<file path="src/sv/c3lr_ram.sv">
// ---------------------------------------------------------------------------
// c3lr_ram: generic single-port-write, single-port-read RAM
// One write and one registered read per cycle.
// ---------------------------------------------------------------------------
module c3lr_ram #(
	parameter int WIDTH = 16,
	parameter int DEPTH = 64
) (
	input  logic                     clk,
	input  logic                     we,
	input  logic [$clog2(DEPTH)-1:0] waddr,
	input  logic [WIDTH-1:0]         wdata,
	input  logic [$clog2(DEPTH)-1:0] raddr,
	output logic [WIDTH-1:0]         rdata
);

	logic [WIDTH-1:0] mem [DEPTH];

	always_ff @(posedge clk) begin
		if (we) begin
			mem[waddr] <= wdata;
		end
		rdata <= mem[raddr];
	end

endmodule

</file>
<file path="config.mk">
export PLATFORM = sky130hd
export DESIGN_NAME = c3lr_ram
export DESIGN_NICKNAME = d
export VERILOG_FILES = /design/src/sv/c3lr_ram.sv
export SDC_FILE = /design/constraint.sdc
export NUM_CORES = 1
export LEC_CHECK = 0
export BUFFER_PORTS_ARGS = -buffer_cell sky130_fd_sc_hd__buf_2
export CORE_MARGIN = 1
export CORE_UTILIZATION = 45
export DETAILED_ROUTE_END_ITERATION = 10
export SLEW_MARGIN = 20
export SYNTH_ARGS = -nofsm -noshare
export SYNTH_HDL_FRONTEND = slang
export SYNTH_SLANG_ARGS = --single-unit
</file>
<file path="constraint.sdc">
create_clock -name clk -period 2.8 [get_ports clk]
set_input_delay 0.14 -clock clk [delete_from_list [all_inputs] [get_ports clk]]
set_output_delay 0.14 -clock clk [all_outputs]
set_load 0.05 [all_outputs]
</file>
==> impl_metrics.yaml, run 1 <==
synth:
  synth_nets: 1859
  syn_inst: 1829
  synth.top_cells.by_area: "edfxtp_1 77%, mux4_2 12%, mux2i_1 2.1%, dfxtp_1 0.80%, mux2_2 0.76%"
  ys_types: 43
  synth_top_area_cell: "edfxtp_1"
  ys_ff_latch: 1040
  ys_seq_area_share_pct: 77.6
  yosys_warnings: 0
  yosysTopAreaCellShare_pct: 76.8
  syn-cell-area_sq_um: 40000
  avgSynthCellArea_sq_um: 21.9
final_layout:
  fin_nets: 2087
  fillerInstances: 6803
  drive_gt1_share_pct: 29.8
  area_delta_synth_final_pct: 15.3
  final-seq-area_sq_um: 31100
  multi_input_area_sq_um: 8250
timing:
  fin_skew_ns: 0.0301
  drv_slew: 0
  hold_violations: 0
  setup_slack_ns: 0.545
  fin_crit_sh_pct: 80.5
  fin_setup_tns_ns: 0
  setup_violations: 0
  tightest_slew_ns: 1.03
  relSlewSlack_pct: 31.0
  rsz0062_at_grt: "false"
  post-route-min-period_ns: 2.26
  fmax_mhz: 443
route:
  wl_per_cell_um: 29.8
  wirelength_um: 98700
  ant_nets: 0
  drc: 0
  via_per_inst: 5.87
  drtIter0Drc: 2267
  drt_first_pass_iters: 5
  vias: 19500
power:
  power_density_nw_per_um2: 722
  vdd_drop_max_mv: 0.592
  leakagePower_uw: 0.0149
clocking:
  cts_buffer_depth: 3
  hold_buffers: 2
  clkTransAtPathRegs_ns: 0.06
  postCtsSetupBuffers: 0
  clkLatencyLatePin_ns: 0.68
  cts_sinks: 1040
  cts_tree: "done"
  ctsResizeCount: 0
  cts_buffers: 106
  root_buffer: "clkbuf_16"
  cts-htree-levels: 3
place:
  io_buffers: 45
  gp_congestion: 0.824
  hpwl_um: 62100
  dpl_worst_slack_ns: 0.169
floorplan:
  die_h_um: 300
  rows: 109
  die_width_um: 300
  start_util_pct: 45.4
  die_area_sq_um: 90200
  ios: 46
  coreArea_sq_um: 88200
critical_path:
  cp_max_fo: 1
  critical_path_arrival_ns: 2.78
  worst_setup_path_end_kind: "register"
  path_class: "reg -> reg"
  cp.required_ns: 3.33
  cp-start-kind: "register"
global_route:
  grt_max_degree: 65
  grt_pass1_wl_um: 142000
  globalRouteOverflowTotal: 0
  gr-usage-all-layers_pct: 22.3
  antenna_found_initial: 8
  grt_pass1_vias: 19700
worst_hold_path:
  worst_hold_path_type: "in -> reg"
outcome:
  status: "finished, final reports clean"
job:
  maxCapViolations: 0
==> routing by layer <==
| layer | global-route usage, % | vias to the layer above | share of wire [%] |
|---|---|---|---|
| met3 | 4.44 | 157 | 7.9 |
| met2 | 35.0 | 826 | 48 |
| met5 | 0 | - | 0.011 |
| met4 | 6.86 | 2 | 3.0 |
| met1 | 31.5 | 10300 | 41 |
| li1 | - | 8152 | - |
==> registers in the layout, summed over array words and instances (netlist names) <==
register  flops
rdata        16
mem        1024
==> final cells by class <==
cell class,instances,share of cell area [%]
antenna,2,0.0108
clock buffer,123,5.97
clock inverter,75,1.64
multi-input combinational,685,17.9
sequential,1040,67.3
tap,1165,3.16
timing repair buffer,224,4.07
==> placed cells by master (no fill, tap or decap), types with 16 or more instances in the layout <==
| cell | count |
|---|---|
| nand3_1 | 24 |
| mux2i_1 | 85 |
| dfxtp_1 | 16 |
| clkinv_2 | 30 |
| a22oi_1 | 39 |
| buf_2 | 41 |
| edfxtp_1 | 1024 |
| a221oi_1 | 16 |
| a21oi_1 | 17 |
| mux2_2 | 27 |
| clkinv_1 | 22 |
| buf_12 | 22 |
| clkbuf_16 | 108 |
| buf_4 | 156 |
| mux4_2 | 220 |
| nor2b_1 | 30 |
| nor2_1 | 71 |
| nand2_1 | 59 |
==> report_power, final <==
part | internal (uW) | switching, uW | total, uW
Combinational | 651 | 1160 | 1810
Sequential | 17200 | 54.1 | 17300
Clock | 8350 | 5880 | 14200
==> synthesized netlist by cell type <==
cell type,instances
mux4_2,220
clkbuf_1,24
mux2i_1,85
buf_1,3
a22oi_1,39
buf_6,17
and2_1,2
dfxtp_1,16
nor4_2,3
a211o_1,8
clkbuf_4,1
a211oi_1,8
or3_1,1
buf_8,3
a22o_1,6
edfxtp_1,1024
clkbuf_2,2
mux4_1,4
buf_2,36
nor2_2,2
or3b_2,1
and4_1,5
nor2b_1,30
a221o_1,6
a311oi_1,8
nand2_4,1
buf_4,13
nor2_1,72
nand3_1,24
a31oi_1,8
o21ai_1,3
nand4b_1,1
nand2b_1,3
nand4_1,12
nand3b_1,2
a41oi_1,5
nand2_1,59
o21ai_0,5
nor3_1,2
mux2_2,27
a21oi_1,17
buf_12,5
a221oi_1,16
==> worst max-delay path: stages (launching register included) <==
cell and delay (ns):
edfxtp_1 0.37, mux4_2 0.48, mux2i_1 0.37, a22oi_1 0.17, a31oi_1 0.63, a311oi_1 0.09
==> path summary, 6_finish.rpt <==
kind	startpoint	to	slack [ns]	cells past startpoint
max reg2reg	mem[18][11]$_DFFE_PP_	rdata[11]$_DFF_P_	0.54	5
min reg2reg	mem[37][4]$_DFFE_PP_	rdata[4]$_DFF_P_	0.90	3
min	wdata[8]	mem[42][8]$_DFFE_PP_	0.03	1
max	mem[18][11]$_DFFE_PP_	rdata[11]$_DFF_P_	0.54	5
==> through the flow <==
| stage | util (%) | hold WS (ns) | std cells | area (sq um) | power [uW] |
|---|---|---|---|---|---|
| floorplan | - | 0.239 | 1829 | 40000 | 18600 |
| global placement | 48.3 | 0.396 | 3112 | 42600 | 19400 |
| detailed placement | 48.3 | 0.403 | 3112 | 42600 | 19400 |
| CTS | 52.3 | 0.00721 | 3312 | 46200 | 33600 |
| global route | 52.3 | 0.0400 | 3312 | 46200 | 34200 |
| finish | 52.3 | 0.0338 | 3314 | 46200 | 33300 |
==> kinds of logic after synthesis <==
family / after synthesis / share of synthesized area, %
DFF: 1040 / 77.6
muxes: 336 / 15.5
and+or+nand+nor: 220 / 2.65
AOI/OAI and AO/OA: 129 / 2.41
buffers and inverters: 104 / 1.83
Note: power is estimated with default switching activity, not from simulation.
==> inputs of run 2 (changes only) <==
==> constraint.sdc (replaced) <==
create_clock -name clk -period 2 [get_ports clk]
set_input_delay 0.1 -clock clk [delete_from_list [all_inputs] [get_ports clk]]
set_output_delay 0.1 -clock clk [all_outputs]
set_load 0.05 [all_outputs]
==> run 2 against run 1 <==
Effect of this change: worst hold slack worse by 0.018 ns; count of clock-buffer cells in the layout up 4; clock power up 35%; fmax up 18%; register-to-register slack worse by 0.46 ns; largest cell class unchanged.
==> impl_metrics.yaml, run 2 (synthesis gave the netlist of run 1 again) <==
route:
  drtIter0Drc: 1741
  drc: 0
  drt_first_pass_iters: 5
  wirelength_um: 94700
  ant_nets: 0
  via_per_inst: 5.74
  wl_per_cell_um: 28.0
  vias: 19400
clocking:
  root_buffer: "clkbuf_16"
  cts_sinks: 1040
  cts_tree: "done"
  cts_buffers: 102
  clkLatencyLatePin_ns: 0.66
  cts-htree-levels: 3
  cts_buffer_depth: 3
  clkTransAtPathRegs_ns: 0.06
timing:
  tightest_slew_ns: 1.07
  hold_violations: 0
  worst_hold_slack_ns: 0.0157
  rsz0062_at_grt: "false"
  setup_slack_ns: 0.0865
  drv_slew: 0
  fin_crit_sh_pct: 95.7
  fin_setup_tns_ns: 0
  post-route-min-period_ns: 1.91
  setup_violations: 0
  relSlewSlack_pct: 28.8
  fmax_mhz: 523
  fin_skew_ns: 0.0217
final_layout:
  reg_top3: "mem (1024), rdata (16)"
  final_cell_mix: "1024 x edfxtp_1, 220 x mux4_2, 191 x buf_4, 104 x clkbuf_16, 85 x mux2i_1"
  area_delta_synth_final_pct: 17.8
  fillerInstances: 6688
  layout_commonest_cell: "edfxtp_1"
  stdcell_count: 3376
  fin_util_pct: 53.5
  largest_reg_flops: 1024
  multi_input_area_sq_um: 8320
  regMostFlops: "mem"
  drive_gt1_share_pct: 31.8
  fin_nets: 2166
  final-seq-area_sq_um: 31100
critical_path:
  cp-start-kind: "register"
  cp_max_fo: 1
  path_class: "reg -> reg"
  critical_path_arrival_ns: 2.45
  slowest_stage: "mux4_2"
  cp.required_ns: 2.53
  r2r_cells: 6
  worst_setup_path_end_kind: "register"
  max_stage_delay_ns: 0.47
  r2r_end: "rdata[0]$_DFF_P_"
  cp_cell_sequence: "mux4_2 -> nor2b_1 -> a211o_1 -> a31oi_4 -> buf_6 -> a311oi_1"
  r2r_start: "mem[10][0]$_DFFE_PP_"
  ff2ff_setup_slack_ns: 0.09
floorplan:
  die_width_um: 300
  die_h_um: 300
  die_area_sq_um: 90200
  start_util_pct: 45.4
  ios: 46
  coreArea_sq_um: 88200
  rows: 109
global_route:
  globalRouteOverflowTotal: 0
  grt_pass1_wl_um: 139000
  grt_max_degree: 65
  antenna_found_initial: 7
  grt_pass1_vias: 20100
  gr-usage-all-layers_pct: 21.4
worst_hold_path:
  hold_depth: 1
  worst_hold_path_type: "in -> reg"
  min-delay-start: "wdata[14]"
  holdPathEnd: "mem[21][14]$_DFFE_PP_"
power:
  power.internal_uw: 36500
  p_switching_uw: 9640
  combPwrFrac_pct: 5.8
  leakagePower_uw: 0.0153
  power_density_nw_per_um2: 977
  p_clk_share_pct: 41.7
  p_seq_share_pct: 52.5
  vdd_drop_max_mv: 0.795
  p_sw_share_pct: 20.9
place:
  hpwl_um: 59500
  io_buffers: 45
  dpl_worst_slack_ns: -0.629
  dpl.cell_count: 3184
  gp_congestion: 0.859
job:
  maxCapViolations: 0
outcome:
  status: "finished, final reports clean"
==> run 2: worst max path at each step <==
stage | start | endpoint | slack [ns]
final | mem[10][0]$_DFFE_PP_ | rdata[0]$_DFF_P_ | 0.09
after global routing | mem[23][11]$_DFFE_PP_ | rdata[11]$_DFF_P_ | 0.002
after CTS | mem[22][0]$_DFFE_PP_ | rdata[0]$_DFF_P_ | 0.04
after detailed placement | raddr[0] | rdata[9]$_DFF_P_ | -0.63
after global placement | raddr[0] | rdata[9]$_DFF_P_ | -0.61
after floorplan | waddr[5] | mem[39][0]$_DFFE_PP_ | -0.06
==> run 2: power by group through the flow <==
stage                     combinational, uW  sequential, uW  clock [uW]
after floorplan                        1250           24800           0
after global placement                 2650           24700           0
after detailed placement               2680           24700           0
after CTS                              2720           24200       19500
after global routing                   2840           24200       20300
final                                  2690           24200       19200
==> run 2: through the flow <==
step / total power (uW) / area [sq um]
6_report: 46100 / 47200
5_1_grt: 47300 / 47200
4_1_cts: 46400 / 47100
3_5_place_dp: 27300 / 43600
3_3_place_gp: 27300 / 43600
2_1_floorplan: 26000 / 40100
==> run 2: area by class of cell <==
| class | instances | share of cell area, % |
|---|---|---|
| Clock buffer | 127 | 5.80 |
| Sequential cell | 1040 | 65.9 |
| Clock inverter | 51 | 1.32 |
| Timing Repair Buffer | 307 | 6.30 |
| Tap cell | 1165 | 3.09 |
| Antenna cell | 1 | 0.00530 |
| Multi-Input combinational cell | 685 | 17.6 |
==> run 2: worst max-delay path: cells and delay by family, from the launching register on <==
family	cells	cell delay, ns
multiplexers	1	0.47
AO/OA/AOI/OAI	3	0.66
AND/OR/NAND/NOR	1	0.17
flip-flops	1	0.35
buffers and inverters	1	0.14
==> run 2: what timing repair did <==
item,4_1_cts,5_1_grt
setup endpoints to repair,3,3
pin swaps,2,3
resized for setup,7,4
hold endpoints to repair,392,1
hold buffers,13,1
setup buffers,0,0
==> run 2: layer usage <==
layer	vias to the layer above	GRT usage, %	share of wire (%)
li1	8300	-	-
met1	10300	29.3	41
met2	626	36.7	52
met3	116	2.88	5.7
met4	6	4.56	1.7
met5	-	0	0.034
